$ cat config.mk
export PLATFORM = sky130hd
export DESIGN_NAME = sha256_stream_hasher
export DESIGN_NICKNAME = d
export VERILOG_FILES = /design/src/rtl/core/sha_pkg.sv /design/src/rtl/core/sha256_stream_hasher.sv /design/src/rtl/core/sha_datapath.sv /design/src/rtl/core/sha_ctrl.sv
export SDC_FILE = /design/constraint.sdc
export NUM_CORES = 2
export LEC_CHECK = 0
export BUFFER_PORTS_ARGS = -buffer_cell sky130_fd_sc_hd__buf_2
export CORE_MARGIN = 5
export CORE_UTILIZATION = 65
export CTS_BUF_LIST = sky130_fd_sc_hd__clkbuf_4 sky130_fd_sc_hd__clkbuf_8 sky130_fd_sc_hd__clkbuf_16
export DETAILED_ROUTE_END_ITERATION = 16
export PLACE_DENSITY = 0.81
export SYNTH_ARGS = -nofsm -noshare
export SYNTH_HDL_FRONTEND = slang
export SYNTH_SLANG_ARGS = --single-unit
$ cat constraint.sdc
create_clock -name clk -period 25.6 [get_ports clk]
set_input_delay 1.28 -clock clk [delete_from_list [all_inputs] [get_ports clk]]
set_output_delay 1.28 -clock clk [all_outputs]
set_load 0.01 [all_outputs]
$ cat src/rtl/core/sha_pkg.sv
// ----------------------------------------------------------------------------
// SHA-256 stream hasher package
// Shared types, round constants and a helper function.
// ----------------------------------------------------------------------------
package sha_pkg;

	localparam int unsigned Rounds = 64;

	typedef struct packed {
		logic [31:0] data_word;
		logic [2:0]  valid_bytes;
		logic        final_word;
	} in_item_t;

	typedef struct packed {
		logic [31:0] digest_word;
		logic [2:0]  word_index;
		logic        digest_last;
	} out_item_t;

	// Commands from the controller to the datapath.
	typedef struct packed {
		logic       load_byte;   // append byte_val at fill position
		logic [7:0] byte_val;
		logic       add_bits;    // count one message byte
		logic       start_comp;  // latch chain into working vars
		logic       do_round;
		logic [5:0] round_idx;
		logic       finish_comp; // add working vars into chain
		logic       restart;     // chain, fill and count to reset values
		logic [2:0] len_byte;    // which length byte to present
	} dp_cmd_t;

	typedef struct packed {
		logic [5:0] fill;
		logic [7:0] len_sel;     // selected byte of the bit count
	} dp_stat_t;

	localparam logic [31:0] IV [8] = '{
		32'h6a09e667, 32'hbb67ae85, 32'h3c6ef372, 32'ha54ff53a,
		32'h510e527f, 32'h9b05688c, 32'h1f83d9ab, 32'h5be0cd19
	};

	localparam logic [31:0] K [64] = '{
		32'h428a2f98, 32'h71374491, 32'hb5c0fbcf, 32'he9b5dba5, 32'h3956c25b, 32'h59f111f1,
		32'h923f82a4, 32'hab1c5ed5, 32'hd807aa98, 32'h12835b01, 32'h243185be, 32'h550c7dc3,
		32'h72be5d74, 32'h80deb1fe, 32'h9bdc06a7, 32'hc19bf174, 32'he49b69c1, 32'hefbe4786,
		32'h0fc19dc6, 32'h240ca1cc, 32'h2de92c6f, 32'h4a7484aa, 32'h5cb0a9dc, 32'h76f988da,
		32'h983e5152, 32'ha831c66d, 32'hb00327c8, 32'hbf597fc7, 32'hc6e00bf3, 32'hd5a79147,
		32'h06ca6351, 32'h14292967, 32'h27b70a85, 32'h2e1b2138, 32'h4d2c6dfc, 32'h53380d13,
		32'h650a7354, 32'h766a0abb, 32'h81c2c92e, 32'h92722c85, 32'ha2bfe8a1, 32'ha81a664b,
		32'hc24b8b70, 32'hc76c51a3, 32'hd192e819, 32'hd6990624, 32'hf40e3585, 32'h106aa070,
		32'h19a4c116, 32'h1e376c08, 32'h2748774c, 32'h34b0bcb5, 32'h391c0cb3, 32'h4ed8aa4a,
		32'h5b9cca4f, 32'h682e6ff3, 32'h748f82ee, 32'h78a5636f, 32'h84c87814, 32'h8cc70208,
		32'h90befffa, 32'ha4506ceb, 32'hbef9a3f7, 32'hc67178f2
	};

	localparam logic [7:0] PadByte  = 8'h80;
	localparam logic [5:0] LenStart = 6'd56;

	function automatic logic [31:0] ror(input logic [31:0] x, input int unsigned n);
		ror = (x >> n) | (x << (32 - n));
	endfunction

endpackage

$ cat src/rtl/core/sha256_stream_hasher.sv
// ----------------------------------------------------------------------------
// SHA-256 stream hasher
// Byte-serial message intake with a one-round-per-cycle compression core.
// ----------------------------------------------------------------------------
// Each input beat appends its valid bytes at one byte per cycle, pausing while
// a full block is compressed. Every full 64-byte block is compressed by the
// single round unit: a latch into the working variables, 64 rounds and a chain
// update. A final beat also appends the padding bytes, one per cycle with the
// same pause, and possibly a second compression, then eight output beats of
// the digest, most significant word first. No input beat is taken until the
// digest has gone.
module sha256_stream_hasher (
	input  logic                clk,
	input  logic                arst_n,
	input  logic                in_valid,
	output logic                in_stall,
	input  sha_pkg::in_item_t   in_data,
	output logic                out_valid,
	input  logic                out_stall,
	output sha_pkg::out_item_t  out_data
);

	sha_pkg::dp_cmd_t  cmd;
	sha_pkg::dp_stat_t stat;
	logic [31:0]       chain_word [8];

	sha_ctrl u_ctrl (
		.clk, .arst_n, .in_valid, .in_stall, .in_data,
		.out_valid, .out_stall, .out_data, .cmd, .stat, .chain_word
	);

	sha_datapath u_dp (
		.clk, .arst_n, .cmd, .stat, .chain_word
	);

	// Digest words are presented in order.
	a_idx: assert property (@(posedge clk) disable iff (!arst_n)
		out_valid && !out_stall && !out_data.digest_last |=>
		out_valid && out_data.word_index == $past(out_data.word_index) + 3'd1)
		else $error("digest index skipped");

	// No input is taken while a digest is pending.
	a_excl: assert property (@(posedge clk) disable iff (!arst_n)
		out_valid |-> in_stall) else $error("input taken during output");

	// A byte load and a round never coincide.
	a_cmd: assert property (@(posedge clk) disable iff (!arst_n)
		!(cmd.load_byte && cmd.do_round)) else $error("load during round");

endmodule

$ cat src/rtl/core/sha_datapath.sv
// ----------------------------------------------------------------------------
// SHA-256 datapath
// Block buffer, rolling message schedule, round unit, chain value, bit count.
// ----------------------------------------------------------------------------
module sha_datapath (
	input  logic              clk,
	input  logic              arst_n,
	input  sha_pkg::dp_cmd_t  cmd,
	output sha_pkg::dp_stat_t stat,
	output logic [31:0]       chain_word [8]
);

	logic [31:0] buf_q [16];
	logic [31:0] w_q   [16];
	logic [31:0] v_q   [8];
	logic [31:0] chain_q [8];
	logic [5:0]  fill_q;
	logic [63:0] bits_q;

	logic [31:0] wt, wnew, t1, t2, s0, s1, x, y, e, a;
	logic [3:0]  widx;
	logic [4:0]  bsh;

	assign widx = fill_q[5:2];
	assign bsh  = 5'd24 - {fill_q[1:0], 3'b000};

	// Schedule word of the current round: the first sixteen come from the
	// window, later ones from the expansion of the rolling window.
	always_comb begin
		x    = w_q[1];
		y    = w_q[14];
		s0   = sha_pkg::ror(x, 7) ^ sha_pkg::ror(x, 18) ^ (x >> 3);
		s1   = sha_pkg::ror(y, 17) ^ sha_pkg::ror(y, 19) ^ (y >> 10);
		wnew = w_q[0] + s0 + w_q[9] + s1;
		wt   = (cmd.round_idx < 6'd16) ? w_q[0] : wnew;
		e    = v_q[4];
		a    = v_q[0];
		t1   = v_q[7] + (sha_pkg::ror(e, 6) ^ sha_pkg::ror(e, 11) ^ sha_pkg::ror(e, 25))
		     + ((e & v_q[5]) ^ (~e & v_q[6])) + sha_pkg::K[cmd.round_idx] + wt;
		t2   = (sha_pkg::ror(a, 2) ^ sha_pkg::ror(a, 13) ^ sha_pkg::ror(a, 22))
		     + ((a & v_q[1]) ^ (a & v_q[2]) ^ (v_q[1] & v_q[2]));
	end

	always_ff @(posedge clk) begin
		if (cmd.load_byte) begin
			buf_q[widx] <= (buf_q[widx] & ~(32'hff << bsh)) | ({24'd0, cmd.byte_val} << bsh);
		end
		if (cmd.start_comp) begin
			w_q <= buf_q;
			v_q <= chain_q;
		end else if (cmd.do_round) begin
			// During the first sixteen rounds the window simply rotates.
			for (int i = 0; i < 15; i++) w_q[i] <= w_q[i+1];
			w_q[15] <= wt;
			v_q[7] <= v_q[6]; v_q[6] <= v_q[5]; v_q[5] <= v_q[4];
			v_q[4] <= v_q[3] + t1;
			v_q[3] <= v_q[2]; v_q[2] <= v_q[1]; v_q[1] <= v_q[0];
			v_q[0] <= t1 + t2;
		end
	end

	always_ff @(posedge clk or negedge arst_n) begin
		if (!arst_n) begin
			chain_q <= sha_pkg::IV;
			fill_q  <= '0;
			bits_q  <= '0;
		end else begin
			if (cmd.load_byte) fill_q <= fill_q + 6'd1;
			if (cmd.add_bits)  bits_q <= bits_q + 64'd8;
			if (cmd.finish_comp) begin
				for (int i = 0; i < 8; i++) chain_q[i] <= chain_q[i] + v_q[i];
			end
			if (cmd.restart) begin
				chain_q <= sha_pkg::IV;
				fill_q  <= '0;
				bits_q  <= '0;
			end
		end
	end

	assign stat.fill    = fill_q;
	assign stat.len_sel = bits_q[{3'd7 - cmd.len_byte, 3'b000} +: 8];
	assign chain_word   = chain_q;

endmodule

$ cat src/rtl/core/sha_ctrl.sv
// ----------------------------------------------------------------------------
// SHA-256 controller
// Feeds bytes one per cycle between compressions, sequences padding, compression and digest output.
// ----------------------------------------------------------------------------
module sha_ctrl (
	input  logic                clk,
	input  logic                arst_n,
	input  logic                in_valid,
	output logic                in_stall,
	input  sha_pkg::in_item_t   in_data,
	output logic                out_valid,
	input  logic                out_stall,
	output sha_pkg::out_item_t  out_data,
	output sha_pkg::dp_cmd_t    cmd,
	input  sha_pkg::dp_stat_t   stat,
	input  logic [31:0]         chain_word [8]
);

	typedef enum logic [6:0] {
		S_IDLE = 7'b0000001,
		S_BYTE = 7'b0000010,
		S_PAD  = 7'b0000100,
		S_LEN  = 7'b0001000,
		S_RND  = 7'b0010000,
		S_FIN  = 7'b0100000,
		S_OUT  = 7'b1000000
	} state_t;

	state_t      state_q;
	logic [31:0] word_q;
	logic [2:0]  cnt_q;      // message bytes still to append
	logic        last_q;
	logic        padded_q;   // 0x80 already appended
	logic [2:0]  len_q;
	logic        ret_len_q;  // compression started from the length phase
	logic [5:0]  rnd_q;
	logic [2:0]  oidx_q;
	logic        busy_q;     // buffer full, compression latch and rounds pending

	logic [2:0] vb;
	logic       full;

	assign vb       = (in_data.valid_bytes > 3'd4) ? 3'd4 : in_data.valid_bytes;
	assign in_stall = (state_q != S_IDLE);
	assign full     = (stat.fill == 6'd63);

	always_comb begin
		cmd = '0;
		cmd.round_idx = rnd_q;
		cmd.len_byte  = len_q;
		case (state_q)
			S_BYTE: begin
				if (!busy_q) begin
					cmd.load_byte = 1'b1;
					cmd.byte_val  = word_q[31:24];
					cmd.add_bits  = 1'b1;
				end
			end
			S_PAD: begin
				if (!busy_q) begin
					cmd.load_byte = 1'b1;
					cmd.byte_val  = padded_q ? 8'h00 : sha_pkg::PadByte;
				end
			end
			S_LEN: begin
				if (!busy_q) begin
					cmd.load_byte = 1'b1;
					cmd.byte_val  = stat.len_sel;
				end
			end
			S_RND: cmd.do_round = 1'b1;
			S_FIN: cmd.finish_comp = 1'b1;
			S_OUT: cmd.restart = !out_stall && (oidx_q == 3'd7);
			default: ;
		endcase
		// A byte that fills the buffer starts a compression in the next cycle.
		if (busy_q && (state_q inside {S_BYTE, S_PAD, S_LEN}))
			cmd.start_comp = 1'b1;
	end

	always_ff @(posedge clk or negedge arst_n) begin
		if (!arst_n) begin
			state_q   <= S_IDLE;
			cnt_q     <= '0;
			last_q    <= 1'b0;
			padded_q  <= 1'b0;
			len_q     <= '0;
			ret_len_q <= 1'b0;
			rnd_q     <= '0;
			oidx_q    <= '0;
			busy_q    <= 1'b0;
			word_q    <= '0;
		end else begin
			case (state_q)
				S_IDLE: begin
					if (in_valid) begin
						word_q   <= in_data.data_word;
						cnt_q    <= vb;
						last_q   <= in_data.final_word;
						padded_q <= 1'b0;
						len_q    <= '0;
						if (vb != 3'd0)              state_q <= S_BYTE;
						else if (in_data.final_word) state_q <= S_PAD;
					end
				end
				S_BYTE, S_PAD, S_LEN: begin
					if (busy_q) begin
						busy_q <= 1'b0;
						rnd_q  <= '0;
						state_q <= S_RND;
					end else begin
						busy_q <= full;
						ret_len_q <= 1'b0;
						if (state_q == S_BYTE) begin
							word_q <= {word_q[23:0], 8'h00};
							cnt_q  <= cnt_q - 3'd1;
							if (cnt_q == 3'd1 && !full)
								state_q <= last_q ? S_PAD : S_IDLE;
						end else if (state_q == S_PAD) begin
							padded_q <= 1'b1;
							if (stat.fill == sha_pkg::LenStart - 6'd1) state_q <= S_LEN;
						end else begin
							len_q <= len_q + 3'd1;
							ret_len_q <= 1'b1;
						end
					end
				end
				S_RND: begin
					rnd_q <= rnd_q + 6'd1;
					if (rnd_q == 6'(sha_pkg::Rounds - 1)) state_q <= S_FIN;
				end
				S_FIN: begin
					// Resume where the filling byte left off.
					if (ret_len_q) begin
						state_q <= S_OUT;
						oidx_q  <= '0;
					end else if (cnt_q != 3'd0) state_q <= S_BYTE;
					else if (last_q) state_q <= S_PAD;
					else state_q <= S_IDLE;
				end
				S_OUT: begin
					if (!out_stall) begin
						oidx_q <= oidx_q + 3'd1;
						if (oidx_q == 3'd7) state_q <= S_IDLE;
					end
				end
				default: state_q <= S_IDLE;
			endcase
		end
	end

	assign out_valid            = (state_q == S_OUT);
	assign out_data.digest_word = chain_word[oidx_q];
	assign out_data.word_index  = oidx_q;
	assign out_data.digest_last = (oidx_q == 3'd7);

endmodule
; Yosys cells after proc, flatten, opt, wreduce, memory -nomap -nowiden
; Memory sizes are Yosys's and may differ from the RTL's.
; Cells that the tools add are included.
[op_classes]
add_sub_neg = 26
order_cmp = 6
n_eq_ne = 28
n_shift = 3
muxes = 74
bitwise = 34
reduce_logical = 25
[op_table]
columns = op, n
row1 = $mux W256, 4
row2 = $mux W512, 2
row3 = $add A32 B32 Y32, 18
row4 = $bwmux W512, 1
row5 = $mux W32, 11
row6 = $xor A32 B32 Y32, 9
row7 = $and A32 B32 Y32, 6
row8 = $bmux W32 S4, 1
row9 = $demux W32 S4, 1
row10 = $mux W64, 2
row11 = $bmux W32 S3, 1
row12 = $mux W7, 13
row13 = $add A64 B4 Y64 const B, 1
row14 = $not A32 Y32, 2
row15 = $pmux W32 S2, 1
row16 = $shiftx A64 B7 Y8, 1
row17 = $pmux W7 S5, 1
row18 = $mux W3, 11
row19 = $or A10 B32 Y32, 1
row20 = $or A13 B32 Y32, 1
row21 = $or A14 B32 Y32, 1
row22 = $or A15 B32 Y32, 1
row23 = $or A19 B32 Y32, 1
row24 = $or A21 B32 Y32, 1
row25 = 59 further kinds, 104
[totals]
ff_bits = 1664
romBits = 2048
inputBits = 40
out_inout_bits = 38
wordCells = 257
mem_count = 1
[mem_list]
columns = name, depth, width, read_ports, rd_clocked_by_memory_dff, write_ports, line
row1 = (name not given), 64, 32, 1, 0, 0, sha_datapath.sv:39  ; + ((e & v_q[5]) ^ (~e & v_q[6])) + sha_pkg::K[cmd.round_idx] + wt;

; Longest topological paths before layout
[depth]
depth_word = 11
ltp_mapped = 41
ltp_nobuf = 41

; By module
; Synthesis repeated with hierarchy kept, for this count alone.
[unflattened]
hier_cells = 8008
area_unflattened_um2 = 98244.2
[modules_own_cells]
columns = mod, n_inst, cells_per_inst, area_per_inst_um2
row1 = sha_datapath, 1, 7592, 93307.0
row2 = sha_ctrl, 1, 416, 4937.2

; Least setup slack after synthesis
; No wires, ideal clock.
[synth_path]
kind = flip-flop to flip-flop
startpoint = reg u_ctrl.state_q[1]
endpoint = reg u_ctrl.rnd_q[5]
arrival_time_ns = 19.148
required_ns = 25.456
slack_ns = 6.309
stages_incl_launch_ff = 8
path_buffers = 1
path_cell_list = dfrtp_1 clkbuf_1 nor4_1 nand4bb_1 nand2_1 o21ai_0 nand2_1 o21ai_0
[synth_via]
elab_chain_len = 4
[synth_lines]
columns = item, line
row1 = from (decl), sha_ctrl.sv:29  ; state_t state_q;
row2 = from (signal assigned), sha_ctrl.sv:118  ; state_q <= last_q ? S_PAD : S_IDLE;
row3 = "$eq A7 B4 Y1, or another cell as far along", sha_ctrl.sv:94  ; case (state_q)
row4 = $reduce_or A3 Y1, sha_ctrl.sv:94
row5 = $ne A2 B1 Y1 (no line) / $reduce_bool A2 Y1 (equally long branches), n/a
row6 = $reduce_and A2 Y1 (no line), n/a
row7 = to (signal assigned), sha_ctrl.sv:129  ; rnd_q <= rnd_q + 6'd1;
row8 = to (decl), sha_ctrl.sv:36  ; logic [5:0] rnd_q;
; Several ways; a longest one is shown, not always the timed one.
; A chain may end at the register's enable or synchronous reset.

; Worst setup path in the final report
[layout_path]
startpoint = reg u_dp.w_q, in the netlist u_dp.y[11]
endpoint = reg u_dp.v_q, in the netlist u_dp.e[31] (data pin)
[layout_via]
elab_chain_len = 9
[layout_lines]
columns = item, line
row1 = from (decl), sha_datapath.sv:14  ; logic [31:0] w_q [16];
row2 = from (signal assigned), sha_datapath.sv:49  ; w_q <= buf_q;
row3 = $or A13 B32 Y32 / $or A15 B32 Y32 (equally long branches), sha_pkg.sv:62  ; ror = (x >> n) | (x << (32 - n));
row4 = $xor A32 B32 Y32, sha_datapath.sv:33  ; s1 = sha_pkg::ror(y, 17) ^ sha_pkg::ror(y, 19) ^ (y >> 10);
row5 = $xor A32 B22 Y32 (*), sha_datapath.sv:33
row6 = $add A32 B32 Y32 (*), sha_datapath.sv:34  ; wnew = w_q[0] + s0 + w_q[9] + s1;
row7 = $mux W32 (*), sha_datapath.sv:35  ; wt = (cmd.round_idx < 6'd16) ? w_q[0] : wnew;
row8 = $add A32 B32 Y32 (*), sha_datapath.sv:39
row9 = $add A32 B32 Y32 (*), sha_datapath.sv:56  ; v_q[4] <= v_q[3] + t1;
row10 = $mux W256 (*), sha_datapath.sv:51  ; end else if (cmd.do_round) begin
row11 = $mux W256 (*), sha_datapath.sv:48  ; if (cmd.start_comp) begin
row12 = to (signal assigned), sha_datapath.sv:50  ; v_q <= chain_q;
row13 = to (decl), sha_datapath.sv:15  ; logic [31:0] v_q [8];
; Mark *: on every way between the ends. The rest lies on a longest branch, timed or not. The select of a mux whose other input is x is not followed.

==> flow_summary_export.csv <==
group,metric,value,unit
placed_design,port_buffers,77,
yosys,postSynthNetCount,9818,
grt,groute.usage.overall,0.424,
critical_path,endpoint_kind,"register",
yosys,synth.distinct_cells,97,
floorplan,die-area,157000,um2
clock_network,cts_hold_repair.buffers,0,
sta,slew_headroom,0.0287,
floorplan,floorplan.io_pins,78,
grt,grt_max_degree,167,
sta,timing_hold_violations_final,0,
cells_and_area,final_cell_mix,"nand2_1, edfxtp_1, a21oi_1",
sta,final-setup-viol-count,0,
sta,rsz_0062_raised_after_global_routing,"false",
sta,post-route-period-util,0.448,
grt,antenna_found_initial,21,
route,post_drt_via_cell_ratio,6.74,
sta,worst_pin_slew,1.45,ns
yosys,synth.avg_cell_area,10.5,um2
job,drv.max_cap_violation_count,0,
clock_network,number_of_cells_upsized_or_downsized_after_cts,0,
placed_design,post-dp-hpwl,233,mm
yosys,async_reset_ff_frac,0.229,
sta,fin_worst_skew,0.0732,ns
floorplan,floorplan.die.height,396,um
sta,setup-tns-final,0,ns
sta,timing.final.crit_period,11.47,ns
yosys,synth_area_leaders,"edfxtp_1, nand2_1, dfrtp_1, mux4_2, ha_1",
route,vias,75400,
critical_path,worst_ep_required_time,26.14,ns
route,drt-initial-drc-count,10100,
critical_path,critPathKind,"reg2reg",
route,drtPass1Iterations,9,
critical_path,critical_path.top_delay_family,"compound AO/OA/AOI/OAI gates",
yosys,synthesis.instances,9181,
cells_and_area,fin_nets,9746,
grt,grt_pass1_wl,490,mm
clock_network,ctsRootBufferMaster,"clkbuf_16",
clock_network,path_clk_slew,0.06,ns
yosys,yosys_register_bits,1661,
floorplan,fp.coreArea,148000,um2
route,postRouteWirelength,336,mm
critical_path,critPathMaxFanout,5,
yosys,yosys_most_used_dff,"edfxtp_1",
cells_and_area,post_route_cell_area,105000,um2
critical_path,critPathSlowestCell,"o41ai_1",
floorplan,floorplan.initialDensity,0.655,
min_path,timing.hold.worst.class,"in2async",
yosys,synth_top_area_cell,"edfxtp_1",
yosys,portion_of_synthesized_cell_area_occupied_by_the_leading_cell_type,0.397,
placed_design,gp_congestion,1.08,
placed_design,place_area,99100,um2
route,drc_errors,0,
yosys,synth-seq-area-share,0.497,
grt,first_global_vias,73900,
cells_and_area,most_common_cell_after_layout_fill_and_taps_aside,"nand2_1",
critical_path,crit_path_max_incr_delay,1.08,ns
route,antenna_violating_nets_post_route,0,
cells_and_area,layout.filler_cells,10100,
floorplan,chipWidth,396,um
clock_network,cts_num_sinks,1661,
clock_network,worstSkewPairLatency,0.85,ns
clock_network,numCtsBuffers,174,
critical_path,worstPathArrival,12.00,ns
floorplan,rows,141,
critical_path,timing.critical_path.mode_cell,"fa_1",
yosys,count_of_flip_flops_with_a_built_in_enable_after_synthesis,1280,
grt,global_route.overflow_total,0,
clock_network,tritoncts,"done",
clock_network,post-cts-setup-buffer-count,0,
cells_and_area,fraction_of_layout_cells_with_a_size_suffix_above_1,0.108,
cells_and_area,area_delta_synth_final,8.70,%
sta,achievable-frequency,87.2,MHz
critical_path,worstSetupStartpointType,"register",
yosys,synth.cell_area,96800,um2
yosys,ys_warn_count,0,
clock_network,clock_tree.buffer_depth,3,
sta,timing_max_transition_violations_final,0,
critical_path,path_buf_inv,1,
clock_network,htreeDepth,4,
route,detail_route.wl_per_cell,30.0,um
run_status,run_status,"finished clean",
cells_and_area,postLayoutCoreUtil,0.712,
logic make-up after synthesis:
family          Yosys count  synth area share
flops                  1661             0.497
xor+xnor                622            0.0565
buf+inv                 819            0.0319
mux                     356            0.0683
compound gates         1660             0.105
simple gates           3448             0.146
fa+ha+maj               615            0.0942
final cells by class:
class	count	area [um2]	area share
sequential	1661	48200	0.458
multi-input combinational	6701	45800	0.435
clock buffer	227	4840	0.0461
tap	1930	2410	0.0230
timing repair buffer	205	1410	0.0134
inverter	366	1370	0.0131
clock inverter	91	1210	0.0115
antenna	8	20.0	0.000190
worst reg2reg max path, delay by kind of cell (launching register included):
kind | cells | cell delay [ns]
AO/OA/AOI/OAI | 18 | 5.55
adder cells (fa/ha/maj) | 8 | 3.33
XOR/XNOR | 5 | 1.20
AND/OR/NAND/NOR | 5 | 0.57
flip-flops | 1 | 0.50
buffers and inverters | 1 | 0.04
sequential cells by signal (all words and copies together), names as in the netlist, 6 cells and up:
name	count
u_dp.fill_q	6
u_dp.e	32
u_ctrl.rnd_q	6
u_dp.w_q	448
u_dp.bits_q	61
u_dp.chain_word	256
u_dp.x	32
u_dp.y	32
u_dp.buf_q	512
u_dp.a	32
u_dp.v_q	192
u_ctrl.word_q	32
u_ctrl.state_q	7
through the flow:
stage	std cells	hold slack, ns	setup slack, ns
finish	11200	0.456	14.13
global route	11200	0.499	13.65
floorplan	9181	0.450	6.31
detailed placement	10900	0.472	14.49
global placement	10900	0.461	14.55
CTS	11200	0.485	14.40
Yosys cell counts (all sizes together) (47+ instances only):
master  instances
nand2        2470
edfxtp       1280
a21oi         524
o21ai         467
nor2          451
ha            402
clkbuf        399
xnor2         370
inv           365
xor2          251
dfrtp         244
mux4          240
fa            195
a21o          175
dfstp         137
nand3         108
nor3           86
mux2i          79
nand2b         66
o21a           60
buf            54
a31oi          50
o21bai         48
nor2b          47
routing by layer:
| metal | track usage | share of wire | vias up |
|---|---|---|---|
| met3 | 0.101 | 0.11 | 1320 |
| met2 | 0.674 | 0.46 | 5307 |
| met5 | 0 | 0.00025 | - |
| met4 | 0.292 | 0.089 | 10 |
| met1 | 0.517 | 0.34 | 36700 |
| li1 | - | - | 32100 |
final timing paths:
check | start | end | slack, ns | depth (start not counted)
worst max-delay path | u_dp.y[11] | u_dp.e[31] | 14.13 | 37
worst min-delay path | arst_n | u_ctrl.oidx_q[0] | 0.46 | 1
worst max register to register | u_dp.y[11] | u_dp.e[31] | 14.13 | 37
worst min register to register | u_ctrl.word_q[18] | u_ctrl.word_q[18] | 0.48 | 2
max in group asynchronous | arst_n | u_dp.bits_q[26] | 22.83 | 3
min in group clk | u_ctrl.word_q[18] | u_ctrl.word_q[18] | 0.48 | 2
Power is not shown: default switching activity piles up to over one toggle a cycle in this logic, so the estimate is an artifact.
